[config.mk]
export PLATFORM = sky130hd
export DESIGN_NAME = sequence_reorder_buffer
export DESIGN_NICKNAME = d
export VERILOG_FILES = /design/src/srb_pkg.sv /design/src/sequence_reorder_buffer.sv /design/src/srb_front.sv /design/src/srb_cmd_fifo.sv /design/src/srb_back.sv
export SDC_FILE = /design/constraint.sdc
export NUM_CORES = 2
export LEC_CHECK = 0
export BUFFER_PORTS_ARGS = -buffer_cell sky130_fd_sc_hd__buf_2
export CAP_MARGIN = 10
export CORE_UTILIZATION = 60
export CTS_BUF_LIST = sky130_fd_sc_hd__clkbuf_4
export DETAILED_ROUTE_END_ITERATION = 12
export PLACE_DENSITY = 0.84
export SLEW_MARGIN = 20
export SYNTH_ARGS = -nofsm -noshare
export SYNTH_HDL_FRONTEND = slang
export SYNTH_SLANG_ARGS = --single-unit
[constraint.sdc]
create_clock -name aclk -period 12.4 [get_ports aclk]
set_input_delay 0.62 -clock aclk [delete_from_list [all_inputs] [get_ports aclk]]
set_output_delay 0.62 -clock aclk [all_outputs]
set_load 0.02 [all_outputs]
[src/srb_pkg.sv]
// Shared constants, field widths and state type of the sequence reorder buffer.
package srb_pkg;

    localparam int Capacity    = 16;
    localparam int PayloadBits = 32;

    localparam int SeqW     = 16;
    localparam int PayloadW = 32;
    localparam int CreditW  = 8;
    localparam int LimitW   = 5;
    localparam int FreeW    = 5;

    // Input beat: seq_number, payload, deliver_credit; output beat: out_seq_number,
    // out_payload, request_more, dropped, free_slots, then zero fill.
    localparam int InDataW  = 56;
    localparam int OutDataW = 56;
    localparam int CreditLo = SeqW + PayloadW;
    localparam int ReqBit   = SeqW + PayloadW;
    localparam int DropBit  = ReqBit + 1;
    localparam int FreeLo   = DropBit + 1;

    localparam logic [LimitW-1:0] LimitReset = 5'd16;

    localparam int CmdDepth = 2;

    typedef enum logic [2:0] {
        ST_IDLE,
        ST_CHECK,
        ST_RELEASE,
        ST_DECIDE,
        ST_READ,
        ST_EMIT
    } back_state_t;

endpackage

[src/sequence_reorder_buffer.sv]
// An item without flush is stored in ST_CHECK, after the back end pops its command from
// the command queue into cmd_reg. A flushing item then releases its run of in-order
// entries into the output queue, one release per cycle, and delivers each beat through
// the output queue port, read in ST_READ and offered in ST_EMIT when the output is free.
// A two-entry command queue lets further beats be taken while results are delivered.
// Reset (aresetn low, synchronous) clears the valid bits, counters and expected number
// at once, and loads the limit register with 16; there is no clearing pass.
module sequence_reorder_buffer #(
    parameter int CAPACITY     = srb_pkg::Capacity,
    parameter int PAYLOAD_BITS = srb_pkg::PayloadBits
) (
    input  logic                         aclk,
    input  logic                         aresetn,
    input  logic                         cfg_valid,
    output logic                         cfg_ready,
    input  logic [srb_pkg::LimitW-1:0]   cfg_data,   // store_limit
    input  logic                         s_tvalid,
    output logic                         s_tready,
    input  logic [srb_pkg::InDataW-1:0]  s_tdata,    // seq_number, payload, deliver_credit
    input  logic                         s_tlast,    // flush
    output logic                         m_tvalid,
    input  logic                         m_tready,
    // out_seq_number, out_payload, request_more, dropped, free_slots, zero fill
    output logic [srb_pkg::OutDataW-1:0] m_tdata,
    output logic                         m_tuser,    // has_item
    output logic                         m_tlast     // last
);

    localparam int CntW  = $clog2(CAPACITY + 1);
    localparam int DataW = (PAYLOAD_BITS < srb_pkg::PayloadW) ? PAYLOAD_BITS
                                                               : srb_pkg::PayloadW;
    localparam int CmdW  = srb_pkg::SeqW + DataW + 2 * CntW + 1;

    logic            cmd_push, cmd_full, cmd_pop, cmd_empty;
    logic [CmdW-1:0] cmd_in, cmd_out;

    srb_front #(
        .CAPACITY     (CAPACITY),
        .PAYLOAD_BITS (PAYLOAD_BITS),
        .CMD_W        (CmdW)
    ) u_front (
        .aclk      (aclk),
        .aresetn   (aresetn),
        .cfg_valid (cfg_valid),
        .cfg_ready (cfg_ready),
        .cfg_data  (cfg_data),
        .s_tvalid  (s_tvalid),
        .s_tready  (s_tready),
        .s_tdata   (s_tdata),
        .s_tlast   (s_tlast),
        .cmd_full  (cmd_full),
        .cmd_push  (cmd_push),
        .cmd_data  (cmd_in)
    );

    srb_cmd_fifo #(
        .WIDTH (CmdW)
    ) u_cmd_fifo (
        .aclk    (aclk),
        .aresetn (aresetn),
        .push    (cmd_push),
        .din     (cmd_in),
        .full    (cmd_full),
        .pop     (cmd_pop),
        .dout    (cmd_out),
        .empty   (cmd_empty)
    );

    srb_back #(
        .CAPACITY     (CAPACITY),
        .PAYLOAD_BITS (PAYLOAD_BITS),
        .CMD_W        (CmdW)
    ) u_back (
        .aclk      (aclk),
        .aresetn   (aresetn),
        .cmd_empty (cmd_empty),
        .cmd_data  (cmd_out),
        .cmd_pop   (cmd_pop),
        .m_tvalid  (m_tvalid),
        .m_tready  (m_tready),
        .m_tdata   (m_tdata),
        .m_tuser   (m_tuser),
        .m_tlast   (m_tlast)
    );

endmodule

[src/srb_front.sv]
// Front end: limit register, input beat decoding and command build.
module srb_front #(
    parameter int CAPACITY     = srb_pkg::Capacity,
    parameter int PAYLOAD_BITS = srb_pkg::PayloadBits,
    parameter int CMD_W        = 1
) (
    input  logic                            aclk,
    input  logic                            aresetn,
    input  logic                            cfg_valid,
    output logic                            cfg_ready,
    input  logic [srb_pkg::LimitW-1:0]      cfg_data,
    input  logic                            s_tvalid,
    output logic                            s_tready,
    input  logic [srb_pkg::InDataW-1:0]     s_tdata,
    input  logic                            s_tlast,
    input  logic                            cmd_full,
    output logic                            cmd_push,
    output logic [CMD_W-1:0]                cmd_data
);

    localparam int CntW  = $clog2(CAPACITY + 1);
    localparam int DataW = (PAYLOAD_BITS < srb_pkg::PayloadW) ? PAYLOAD_BITS
                                                               : srb_pkg::PayloadW;

    logic [srb_pkg::LimitW-1:0]  limit_reg;
    logic [CntW-1:0]             eff_limit;
    logic [CntW-1:0]             n_req;
    logic [srb_pkg::CreditW-1:0] credit;

    always_ff @(posedge aclk) begin
        if (!aresetn) begin
            limit_reg <= srb_pkg::LimitReset;
        end else if (cfg_valid) begin
            limit_reg <= cfg_data;
        end
    end

    assign cfg_ready = 1'b1;
    assign credit    = s_tdata[srb_pkg::CreditLo +: srb_pkg::CreditW];

    // A limit of zero behaves as one, and anything above the capacity as the capacity.
    always_comb begin
        if (limit_reg == '0) begin
            eff_limit = CntW'(1);
        end else if (int'(limit_reg) > CAPACITY) begin
            eff_limit = CntW'(CAPACITY);
        end else begin
            eff_limit = CntW'(limit_reg);
        end
        if (int'(credit) < int'(eff_limit)) begin
            n_req = CntW'(credit);
        end else begin
            n_req = eff_limit;
        end
    end

    assign s_tready = !cmd_full;
    assign cmd_push = s_tvalid && !cmd_full;
    assign cmd_data = {s_tlast, eff_limit, n_req,
                       s_tdata[srb_pkg::SeqW +: DataW], s_tdata[srb_pkg::SeqW-1:0]};

endmodule

[src/srb_cmd_fifo.sv]
// Short command queue between the front end and the back end.
module srb_cmd_fifo #(
    parameter int WIDTH = 1
) (
    input  logic             aclk,
    input  logic             aresetn,
    input  logic             push,
    input  logic [WIDTH-1:0] din,
    output logic             full,
    input  logic             pop,
    output logic [WIDTH-1:0] dout,
    output logic             empty
);

    localparam int PtrW = $clog2(srb_pkg::CmdDepth);
    localparam int CntW = $clog2(srb_pkg::CmdDepth + 1);
    localparam logic [PtrW-1:0] LastPtr = PtrW'(srb_pkg::CmdDepth - 1);

    logic [WIDTH-1:0] cmd_mem [srb_pkg::CmdDepth];
    logic [PtrW-1:0]  wr_ptr_reg, wr_ptr_next;
    logic [PtrW-1:0]  rd_ptr_reg, rd_ptr_next;
    logic [CntW-1:0]  count_reg, count_next;
    logic             do_push, do_pop;

    assign full    = (count_reg == CntW'(srb_pkg::CmdDepth));
    assign empty   = (count_reg == '0);
    assign do_push = push && !full;
    assign do_pop  = pop && !empty;
    assign dout    = cmd_mem[rd_ptr_reg];

    always_comb begin
        wr_ptr_next = wr_ptr_reg;
        rd_ptr_next = rd_ptr_reg;
        count_next  = count_reg;
        if (do_push) begin
            wr_ptr_next = (wr_ptr_reg == LastPtr) ? '0 : wr_ptr_reg + 1'b1;
        end
        if (do_pop) begin
            rd_ptr_next = (rd_ptr_reg == LastPtr) ? '0 : rd_ptr_reg + 1'b1;
        end
        if (do_push && !do_pop) begin
            count_next = count_reg + 1'b1;
        end else if (do_pop && !do_push) begin
            count_next = count_reg - 1'b1;
        end
    end

    always_ff @(posedge aclk) begin
        if (!aresetn) begin
            wr_ptr_reg <= '0;
            rd_ptr_reg <= '0;
            count_reg  <= '0;
        end else begin
            wr_ptr_reg <= wr_ptr_next;
            rd_ptr_reg <= rd_ptr_next;
            count_reg  <= count_next;
        end
    end

    always_ff @(posedge aclk) begin
        if (do_push) begin
            cmd_mem[wr_ptr_reg] <= din;
        end
    end

endmodule

[src/srb_back.sv]
// Back end: reorder store, in-order release into the output queue and delivery.
module srb_back #(
    parameter int CAPACITY     = srb_pkg::Capacity,
    parameter int PAYLOAD_BITS = srb_pkg::PayloadBits,
    parameter int CMD_W        = 1
) (
    input  logic                         aclk,
    input  logic                         aresetn,
    input  logic                         cmd_empty,
    input  logic [CMD_W-1:0]             cmd_data,
    output logic                         cmd_pop,
    output logic                         m_tvalid,
    input  logic                         m_tready,
    output logic [srb_pkg::OutDataW-1:0] m_tdata,
    output logic                         m_tuser,
    output logic                         m_tlast
);

    localparam int CntW  = $clog2(CAPACITY + 1);
    localparam int IdxW  = $clog2(CAPACITY);
    localparam int DataW = (PAYLOAD_BITS < srb_pkg::PayloadW) ? PAYLOAD_BITS
                                                               : srb_pkg::PayloadW;
    localparam int EntW  = srb_pkg::SeqW + DataW;
    localparam int SeqW  = srb_pkg::SeqW;
    localparam logic [IdxW-1:0] LastIdx = IdxW'(CAPACITY - 1);

    srb_pkg::back_state_t state_reg, state_next;

    logic [CMD_W-1:0]    cmd_reg, cmd_next;
    logic [SeqW-1:0]     c_seq;
    logic [DataW-1:0]    c_data;
    logic [CntW-1:0]     c_nreq, c_lim;
    logic                c_flush;

    logic [EntW-1:0]     store_mem [CAPACITY];
    logic [EntW-1:0]     queue_mem [CAPACITY];
    logic [EntW-1:0]     srd_reg, qrd_reg;

    logic [CAPACITY-1:0] valid_reg, valid_next;
    logic [SeqW-1:0]     ne_reg, ne_next;
    logic [IdxW-1:0]     ne_slot_reg, ne_slot_next;
    logic [CntW-1:0]     pend_reg, pend_next;
    logic [CntW-1:0]     oc_reg, oc_next;
    logic [CntW-1:0]     cnt_reg, cnt_next;
    logic [CntW-1:0]     fs_reg, fs_next;
    logic [IdxW-1:0]     head_reg, head_next;
    logic [IdxW-1:0]     mv_addr_reg, mv_addr_next;
    logic                mv_reg, mv_next;
    logic                drop_reg, drop_next;
    logic                rep_drop_reg, rep_drop_next;
    logic                req_reg, req_next;
    logic                item_reg, item_next;

    logic                          m_valid_reg, m_valid_next;
    logic [srb_pkg::OutDataW-1:0]  m_data_reg, m_data_next;
    logic                          m_user_reg, m_user_next;
    logic                          m_last_reg, m_last_next;

    logic                store_we, qrd_en;
    logic [SeqW-1:0]     gap;
    logic                far, wrapped, drop;
    logic [IdxW:0]       slot_sum, tail_sum, head_sum;
    logic [IdxW-1:0]     slot;
    logic [CntW:0]       used;
    logic [CntW-1:0]     free_sel;
    logic [CntW-1:0]     n_eff;
    logic                out_free, is_last;
    logic [SeqW-1:0]     q_seq;
    logic [DataW-1:0]    q_data;

    assign c_seq   = cmd_reg[SeqW-1:0];
    assign c_data  = cmd_reg[SeqW +: DataW];
    assign c_nreq  = cmd_reg[SeqW + DataW +: CntW];
    assign c_lim   = cmd_reg[SeqW + DataW + CntW +: CntW];
    assign c_flush = cmd_reg[CMD_W-1];

    assign q_seq  = qrd_reg[SeqW-1:0];
    assign q_data = qrd_reg[SeqW +: DataW];

    // The slot of an item is its number modulo the capacity. Inside the window it is
    // the expected slot plus the distance, except after a 16-bit wrap, where the
    // number itself is already below the capacity.
    assign gap      = c_seq - ne_reg;
    assign far      = (gap >= SeqW'(CAPACITY));
    assign wrapped  = (c_seq < ne_reg);
    assign slot_sum = {1'b0, ne_slot_reg} + (IdxW + 1)'(gap);
    always_comb begin
        if (wrapped) begin
            slot = IdxW'(c_seq);
        end else if (slot_sum >= (IdxW + 1)'(CAPACITY)) begin
            slot = IdxW'(slot_sum - (IdxW + 1)'(CAPACITY));
        end else begin
            slot = IdxW'(slot_sum);
        end
    end

    assign n_eff = (oc_reg == '0 || c_nreq == '0) ? '0 :
                   ((c_nreq < oc_reg) ? c_nreq : oc_reg);

    always_comb begin
        if (state_reg == srb_pkg::ST_DECIDE) begin
            used = (CntW + 1)'(pend_reg) + (CntW + 1)'(oc_reg) - (CntW + 1)'(n_eff);
        end else begin
            used = (CntW + 1)'(pend_reg) + (CntW + 1)'(oc_reg);
        end
        if (used >= (CntW + 1)'(c_lim)) begin
            free_sel = '0;
        end else begin
            free_sel = CntW'((CntW + 1)'(c_lim) - used);
        end
    end

    assign drop = far || valid_reg[slot] || (free_sel == '0);

    assign tail_sum = (IdxW + 1)'(head_reg) + (IdxW + 1)'(oc_reg);
    assign head_sum = (IdxW + 1)'(head_reg) + 1'b1;
    assign out_free = !m_valid_reg || m_tready;
    assign is_last  = !item_reg || (cnt_reg == '0);

    always_comb begin
        state_next    = state_reg;
        cmd_next      = cmd_reg;
        valid_next    = valid_reg;
        ne_next       = ne_reg;
        ne_slot_next  = ne_slot_reg;
        pend_next     = pend_reg;
        oc_next       = oc_reg;
        cnt_next      = cnt_reg;
        fs_next       = fs_reg;
        head_next     = head_reg;
        mv_addr_next  = mv_addr_reg;
        mv_next       = 1'b0;
        drop_next     = drop_reg;
        rep_drop_next = rep_drop_reg;
        req_next      = req_reg;
        item_next     = item_reg;
        m_valid_next  = m_valid_reg && !m_tready;
        m_data_next   = m_data_reg;
        m_user_next   = m_user_reg;
        m_last_next   = m_last_reg;
        cmd_pop       = 1'b0;
        store_we      = 1'b0;
        qrd_en        = 1'b0;

        case (state_reg)
            srb_pkg::ST_IDLE: begin
                if (!cmd_empty) begin
                    cmd_pop    = 1'b1;
                    cmd_next   = cmd_data;
                    state_next = srb_pkg::ST_CHECK;
                end
            end
            srb_pkg::ST_CHECK: begin
                if (drop) begin
                    drop_next  = 1'b1;
                    state_next = srb_pkg::ST_IDLE;
                end else begin
                    store_we         = 1'b1;
                    valid_next[slot] = 1'b1;
                    pend_next        = pend_reg + 1'b1;
                    state_next       = c_flush ? srb_pkg::ST_RELEASE : srb_pkg::ST_IDLE;
                end
            end
            srb_pkg::ST_RELEASE: begin
                // One entry moves per cycle; its queue write follows in the next cycle, from mv_reg and srd_reg.
                if (valid_reg[ne_slot_reg] && (oc_reg < CntW'(CAPACITY))) begin
                    valid_next[ne_slot_reg] = 1'b0;
                    ne_next   = ne_reg + 1'b1;
                    pend_next = pend_reg - 1'b1;
                    oc_next   = oc_reg + 1'b1;
                    mv_next   = 1'b1;
                    if (tail_sum >= (IdxW + 1)'(CAPACITY)) begin
                        mv_addr_next = IdxW'(tail_sum - (IdxW + 1)'(CAPACITY));
                    end else begin
                        mv_addr_next = IdxW'(tail_sum);
                    end
                    if (ne_reg == '1 || ne_slot_reg == LastIdx) begin
                        ne_slot_next = '0;
                    end else begin
                        ne_slot_next = ne_slot_reg + 1'b1;
                    end
                end else begin
                    state_next = srb_pkg::ST_DECIDE;
                end
            end
            srb_pkg::ST_DECIDE: begin
                item_next     = (n_eff != '0);
                cnt_next      = n_eff;
                fs_next       = free_sel;
                req_next      = (oc_reg == '0);
                rep_drop_next = drop_reg;
                drop_next     = 1'b0;
                oc_next       = oc_reg - n_eff;
                state_next    = (n_eff != '0) ? srb_pkg::ST_READ : srb_pkg::ST_EMIT;
            end
            srb_pkg::ST_READ: begin
                qrd_en     = 1'b1;
                head_next  = (head_sum >= (IdxW + 1)'(CAPACITY)) ? '0 : IdxW'(head_sum);
                cnt_next   = cnt_reg - 1'b1;
                state_next = srb_pkg::ST_EMIT;
            end
            srb_pkg::ST_EMIT: begin
                if (out_free) begin
                    m_valid_next = 1'b1;
                    m_user_next  = item_reg;
                    m_last_next  = is_last;
                    m_data_next  = '0;
                    if (item_reg) begin
                        m_data_next[SeqW-1:0] = q_seq;
                        m_data_next[SeqW +: srb_pkg::PayloadW] = srb_pkg::PayloadW'(q_data);
                        m_data_next[srb_pkg::ReqBit] = is_last;
                    end else begin
                        m_data_next[srb_pkg::ReqBit] = req_reg;
                    end
                    m_data_next[srb_pkg::DropBit] = is_last && rep_drop_reg;
                    m_data_next[srb_pkg::FreeLo +: srb_pkg::FreeW] = srb_pkg::FreeW'(fs_reg);
                    state_next = is_last ? srb_pkg::ST_IDLE : srb_pkg::ST_READ;
                end
            end
            default: begin
                state_next = srb_pkg::ST_IDLE;
            end
        endcase
    end

    always_ff @(posedge aclk) begin
        if (!aresetn) begin
            state_reg   <= srb_pkg::ST_IDLE;
            valid_reg   <= '0;
            ne_reg      <= '0;
            ne_slot_reg <= '0;
            pend_reg    <= '0;
            oc_reg      <= '0;
            head_reg    <= '0;
            mv_reg      <= 1'b0;
            drop_reg    <= 1'b0;
            m_valid_reg <= 1'b0;
        end else begin
            state_reg   <= state_next;
            valid_reg   <= valid_next;
            ne_reg      <= ne_next;
            ne_slot_reg <= ne_slot_next;
            pend_reg    <= pend_next;
            oc_reg      <= oc_next;
            head_reg    <= head_next;
            mv_reg      <= mv_next;
            drop_reg    <= drop_next;
            m_valid_reg <= m_valid_next;
        end
    end

    always_ff @(posedge aclk) begin
        cmd_reg      <= cmd_next;
        cnt_reg      <= cnt_next;
        fs_reg       <= fs_next;
        mv_addr_reg  <= mv_addr_next;
        rep_drop_reg <= rep_drop_next;
        req_reg      <= req_next;
        item_reg     <= item_next;
        m_data_reg   <= m_data_next;
        m_user_reg   <= m_user_next;
        m_last_reg   <= m_last_next;
    end

    // Reorder store: written on acceptance, read every cycle at the expected slot.
    always_ff @(posedge aclk) begin
        if (store_we) begin
            store_mem[slot] <= {c_data, c_seq};
        end
        srd_reg <= store_mem[ne_slot_reg];
    end

    // Output queue: filled by the release pipeline, read at the head on delivery.
    always_ff @(posedge aclk) begin
        if (mv_reg) begin
            queue_mem[mv_addr_reg] <= srd_reg;
        end
        if (qrd_en) begin
            qrd_reg <= queue_mem[head_reg];
        end
    end

    assign m_tvalid = m_valid_reg;
    assign m_tdata  = m_data_reg;
    assign m_tuser  = m_user_reg;
    assign m_tlast  = m_last_reg;

endmodule
Word level (Yosys, flattened, before mapping)
Memories as Yosys holds them, arrays and structs flattened. A register that Yosys moved wholly into a read port is not among the register bits.
Cells that the tools add are included.
- register bits after elaboration: 139
- memory bits (writable): 1654
- input bits: 67
- output and inout bits: 61
- word-level logic and storage cells: 181
- memories kept: 3
- memories (name ; depth ; width ; rd ports ; clocked after memory_dff ; wr ports ; line ; text):
    u_back.queue_mem ; 16 ; 48 ; 1 ; 1 ; 1 ; srb_back.sv:36 ; logic [EntW-1:0] queue_mem [CAPACITY];
    u_back.store_mem ; 16 ; 48 ; 1 ; 1 ; 1 ; srb_back.sv:35 ; logic [EntW-1:0] store_mem [CAPACITY];
    u_cmd_fifo.cmd_mem ; 2 ; 59 ; 1 ; 1 ; 1 ; srb_cmd_fifo.sv:19 ; logic [WIDTH-1:0] cmd_mem [srb_pkg::CmdDepth];
- add/sub/neg operators: 20
- order comparisons: 14
- eq/ne operators: 14
- mux-type cells: 58
- bitwise operators: 4
- reductions and logical operators: 44
- operators by type and width (kind ; number):
    two-way mux 5 bit ; 9
    two-way mux 16 bit ; 2
    one-hot mux 16 bit (2 select lines) ; 1
    one-hot mux 5 bit (2 select lines) ; 3
    logical NOT 5 bit ; 5
    two-way mux 1 bit ; 23
    two-way mux 4 bit ; 5
    one-hot mux 3 bit (6 select lines) ; 1
    adder 16 x 1 -> 16 bit (second input constant) ; 1
    bitwise AND 16 bit ; 1
    equality test 16 bit (second input constant) ; 1
    greater-or-equal comparator 16 x 5 -> 1 bit (second input constant) ; 1
    < comparator 16 bit ; 1
    NOT 16 bit ; 1
    bitwise OR 16 bit ; 1
    subtractor 16 bit ; 1
    greater-or-equal comparator 5 bit (second input constant) ; 3
    two-way mux 3 bit ; 5
    AND reduction 2 bit ; 6
    adder 4 x 5 -> 5 bit ; 2
    adder 5 x 1 -> 5 bit (second input constant) ; 2
    logical AND 1 bit ; 10
    < comparator 4 x 5 -> 1 bit (second input constant) ; 2
    nonzero test 2 bit ; 5
    35 further kinds ; 62

Longest topological paths before layout
- word-level depth: 13
- mapped depth: 26
- mapped depth without buffers: 25

Cells and area by module
Synthesis repeated with hierarchy kept, for this count alone.
- cells, all modules: 3481
- area, all modules: 75207.1 µm²
- by module, submodules not included (module ; instances ; cells an instance ; area each (µm²) ; seq. area each (µm²)):
    srb_back ; 1 ; 3175 ; 69840.7 ; 53641.4
    srb_cmd_fifo ; 1 ; 209 ; 4526.8 ; 3643.5
    srb_front ; 1 ; 97 ; 839.6 ; 100.1

Worst setup path after synthesis
Ideal clock, no wire load.
- kind: flip-flop to flip-flop
- start: register u_back.oc_reg[1]
- end: memory u_back.store_mem[6][0] in the netlist's numbering, enable pin
- library setup time: 0.573 ns
- arrival time: 9.839 ns
- required time: 11.827 ns
- slack: 1.988 ns
- cell stages (with the launch flop): 24
- buffers on the path: 1
- clock period less this slack: 10.412 ns
- cell sequence: dfxtp_1 inv_1 ha_1 a21o_1 a21o_1 a21o_1 a21oi_1 a21oi_1 nor2b_1 inv_1 ha_1 nor2b_1 o21ai_0 or3b_2 a22o_1 ha_1 a21oi_1 xnor2_1 o311ai_1 or4_4 nor4_4 nand4_4 buf_2 nor4_1
- longest elaborated chain between the ends: 13
- elaborated cells on any way between the ends: 17
- those cells by class: add/sub (3); order compare (2); mux (8); reduce/logical (4)
- ends and longest elaborated chain (what ; line ; text):
    start: declaration ; srb_back.sv:43 ; logic [CntW-1:0] oc_reg, oc_next;
    start signal: assignment ; srb_back.sv:244 ; oc_reg <= oc_next;
    < comparator 5 bit / logical NOT 5 bit (equally long branches) ; srb_back.sv:98, srb_back.sv:97 ;
    two-way mux 5 bit / logical OR 1 bit (equally long branches) ; srb_back.sv:98, srb_back.sv:97 ;
    two-way mux 5 bit ; srb_back.sv:97 ; assign n_eff = (oc_reg == '0 || c_nreq == '0) ? '0 :
    subtractor 6 x 5 -> 6 bit ; srb_back.sv:102 ; used = (CntW + 1)'(pend_reg) + (CntW + 1)'(oc_reg) - (CntW + 1)'(n_eff);
    two-way mux 6 bit * ; srb_back.sv:101 ; if (state_reg == srb_pkg::ST_DECIDE) begin
    subtractor 5 bit / greater-or-equal comparator 6 x 5 -> 1 bit (equally long branches) ; srb_back.sv:109, srb_back.sv:106 ;
    two-way mux 5 bit * ; srb_back.sv:106 ; if (used >= (CntW + 1)'(c_lim)) begin
    logical NOT 5 bit * ; srb_back.sv:113 ; assign drop = far || valid_reg[slot] || (free_sel == '0);
    logical OR 1 bit * ; srb_back.sv:113 ;
    two-way mux 1 bit * ; srb_back.sv:154 ; if (drop) begin
    two-way mux 1 bit * ; srb_back.sv:145 ; case (state_reg)
    two-way mux 1 bit * ; srb_back.sv:267 ; if (store_we) begin
    two-way mux 1 bit (not written as such) * ; srb_back.sv:268 ; store_mem[slot] <= {c_data, c_seq};
    end: declaration ; srb_back.sv:35 ;
Every way passes the cells marked *; elsewhere a longest branch is shown, timed or not.

Final worst setup path
- start: register u_back.oc_reg[1]
- end: memory u_back.store_mem[0][2] in the netlist's numbering, enable pin
The elaborated chain is that of the path after synthesis.

==> results.md <==
- Largest registers: u_back.queue_mem: 768 flops, u_back.store_mem: 768 flops, u_cmd_fifo.cmd_mem: 118 flops
- Crit path capture type: flip-flop
- RSZ-0062 raised after global routing: no
- GP Congestion: approximately 0.86
- Post-route antenna net violation count: 0
- Gr busiest metal: met2
- Area of the mapped netlist: 74700 um2
- Drt first pass iters: 10
- Nets@finish: 4188
- Post-Syn Instances: 3419
- NetSw: approximately 3.5 mW
- Drt drc: 4
- Arrival time worst endpoint: 8.40 ns
- Num rows: ~130
- Status: finished, violations left
- Sequential share of the synthesized area: 0.767
- Tcrit/Tclk final: 0.610
- Post_cts resized: 0
- CTS Buffer Depth: 4
- Worst-Skew Late Latency: roughly 1.4 ns
- Req. time, crit path: between 10 and 15 ns
- Slowest stage cell, crit path: buf_4
- Logic pwr share: 0.067
- Max_slew headroom: 0.266
- R2r startpoint: u_back.oc_reg[1]
- Layout cells sized above 1: 0.340
- Reg2Reg Depth: 23
- Reg area: around 57000 um2
- Synth cell types: 76
- WS Path Type: reg -> reg
- Min Hold Slack: 0.249 ns
- Fin crit period: 7.57 ns
- GRT Overall Usage: 0.268
- GRT met1 Usage: 0.332
- Number of port buffers: 125
- Area of the multi-input gates: 16700 um2
- Share of the synthesized area in the top cell type: 0.737
- Fmax: 0.132 GHz
- GR Layer Usage met3: 0.0686
- Clock sinks: 1948
- Post-Place Setup Slack: 4.85 ns
- Initial antenna violation count: 19
- Tightest Pin Transition: approximately 1.1 ns
- Cell Chain, Critical Path: inv_1 > ha_1 > a21o_1 > a21o_1 > a21o_1 > a21oi_1 > a21oi_1 > nor2b_1 > inv_1 > ha_1 > nor2b_1 > o21ai_0 > or3b_2 > a22o_1 > ha_1 > o21ai_0 > o221ai_1 > or4_4 > nor4_4 > nand4_4 > nor2_1 > and3_2 > buf_4
- CP Launch Point: u_back.oc_reg[1]
- CTS tree: built
- Filler instances: between 7000 and 8000
- Synth Register Bits: slightly below 2000
- Initial drt markers: 4127
- Via count: 37446
- M2 GR Usage: 0.454
- Maximum number of pins on one net before global-route repair: 113
- Post-DP HPWL: just under 90000 um
- CTS Buf Count: 472
- FFs w/ async S/R, synth: 0
- Die Width: 355 um
- Syn Area/Cell: between 20 and 25 um2
- Vias in the first global route: roughly 40000
- VDD IR max: 0.000150 V
- Fin. Hold Viols: 0
- Sequential share of power: 0.572
- Max Cap Violations: 0
- Vias per Instance: a little over 6
- P_leak: approximately 27 nW
- Global-route wire length before repair: 245000 um
- Post-synth EDFFs: 1835
- Area contributors post-synth: edfxtp_1 74%, mux4_2 15%, dfxtp_1 3.0%
- Final Setup Violations: 0
- Worst-path clk slew: 0.07 ns
- Clock skew: 0.177 ns
- Internal: 10.7 mW
- GR Overflow Total: 0
- Synth warn: 0
- Setup crit start kind: flip-flop
- Root Buffer: clkbuf_4
- Worst Setup EP: u_back.store_mem[0][2]
- Final cell count without fillers: 6062
- Worst R2R End: u_back.store_mem[0][2]
- WL final: 166000 um
- Setup ws final: ~4.8 ns
- Core Area: roughly 120000 um2
- Failing checks: DRC
- Area Overhead vs Synth: 13.3%
- Placed Instances: 5086
- Part of the power in the clock network: 0.361
- Synthesized Nets: 3558
- FF-to-FF setup slack: 4.83 ns
- # H-tree levels: 5
- Count of final max-slew check failures: 0
- IO Count: 128
- Worst path max stage delay: 0.67 ns
- Top cell type by total area after synthesis: edfxtp_1
- Die Y: 355 um
- Die Area: 126000 um2
- Pwr/cell area: 167 nW/um2
- Worst hold path class: in -> reg
- Initial core utilization: 0.605
- DR WL/cell: 27.4 um
- CP max FO: 48
- Ys flop type: edfxtp_1
- Setup_tns: 0 ns
- Switching share of power: 0.246
==> through the flow <==
step	util	instance area (um2)	power, mW
finish	0.685	84700	14.2
global route	0.685	84700	14.7
CTS	0.685	84700	14.2
detailed placement	0.627	77500	9.12
global placement	0.627	77500	9.06
floorplan	-	74700	8.67
==> final cells by class <==
class                      count  area share
timing repair buffer         310      0.0278
inverter                      75     0.00332
sequential                  1948       0.678
clock buffer                 684      0.0606
tap                         1637      0.0242
antenna                        4    0.000118
multi-input combinational   1242       0.197
clock inverter               162     0.00901
==> synth_stat cells, drive strengths merged, types with 6 or more instances <==
| cell type | instances |
|---|---|
| a21boi | 11 |
| nand4 | 7 |
| fa | 8 |
| or3 | 11 |
| and2 | 77 |
| nor4 | 13 |
| mux2 | 67 |
| nand2b | 16 |
| a21o | 22 |
| buf | 45 |
| o211ai | 17 |
| or4 | 7 |
| nor2 | 61 |
| a211oi | 7 |
| o21a | 12 |
| o31ai | 6 |
| edfxtp | 1835 |
| and3 | 8 |
| a21oi | 47 |
| mux4 | 485 |
| inv | 75 |
| xor2 | 18 |
| xnor2 | 32 |
| nand3 | 19 |
| mux2i | 14 |
| clkbuf | 109 |
| o21ai | 39 |
| ha | 64 |
| nor3 | 15 |
| dfxtp | 113 |
| nand2 | 77 |
| nor2b | 17 |
==> logic make-up after synthesis <==
family | share of synthesized area
simple gates | 0.0251
fa+ha+maj | 0.0129
other cells | 0.000100
buf+inv | 0.0118
flops | 0.767
mux | 0.158
xor+xnor | 0.00586
compound gates | 0.0187
==> power by group through the flow <==
stage	sequential, mW	combinational [mW]	clock (mW)
final	8.10	0.950	5.11
after global routing	8.12	1.03	5.55
after CTS	8.08	0.933	5.19
after detailed placement	8.23	0.894	0
after global placement	8.18	0.880	0
after floorplan	8.04	0.630	0
==> critical path: cells and delay by family, from the launching register on <==
family                   cells  cell delay (ns)
buffers and inverters        3             0.95
AO/OA/AOI/OAI                9             1.98
AND/OR/NAND/NOR              8             2.86
flip-flops                   1             0.45
adder cells (fa/ha/maj)      3             0.93
==> timing repair <==
| item | CTS | global route |
|---|---|---|
| hold buffers | 126 | 0 |
| endpoints found under the hold margin | 189 | 0 |
| setup buffers | 0 | 0 |
==> cell usage in the layout, fill, tap and decap left out, drive strengths merged, types with 11 or more instances in the layout <==
master / n
nor2b: 17
nand2b: 16
nand2: 77
edfxtp: 1835
o21a: 12
nand3: 19
a21o: 22
clkbuf: 684
o211ai: 17
nor2: 61
dlygate4sd3: 126
or3: 11
clkinv: 153
buf: 184
dfxtp: 113
and2: 77
inv: 77
a21oi: 47
nor3: 15
ha: 64
xor2: 18
nor4: 13
mux2: 67
mux4: 485
xnor2: 32
o21ai: 39
mux2i: 14
a21boi: 11
==> metal layers <==
metal / vias to the layer above / routed length, um
li1: 15781 / -
met1: 19114 / 59800
met2: 2128 / 85800
met3: 415 / 14700
met4: 8 / 5550
met5: - / 51
==> worst min-delay path by stage <==
stage                     start                   end  slack, ns  depth (start not counted)
2_1_floorplan  u_back.fs_reg[0]    u_back.m_tdata[50]       0.40                          0
3_3_place_gp   u_back.fs_reg[4]    u_back.m_tdata[54]       0.40                          0
3_5_place_dp   u_back.fs_reg[0]    u_back.m_tdata[50]       0.41                          0
4_1_cts               cfg_valid  u_front.limit_reg[4]       0.12                          3
5_1_grt               cfg_valid  u_front.limit_reg[4]       0.18                          3
6_report              cfg_valid  u_front.limit_reg[4]       0.25                          3
(Power assumes the default switching activity.)
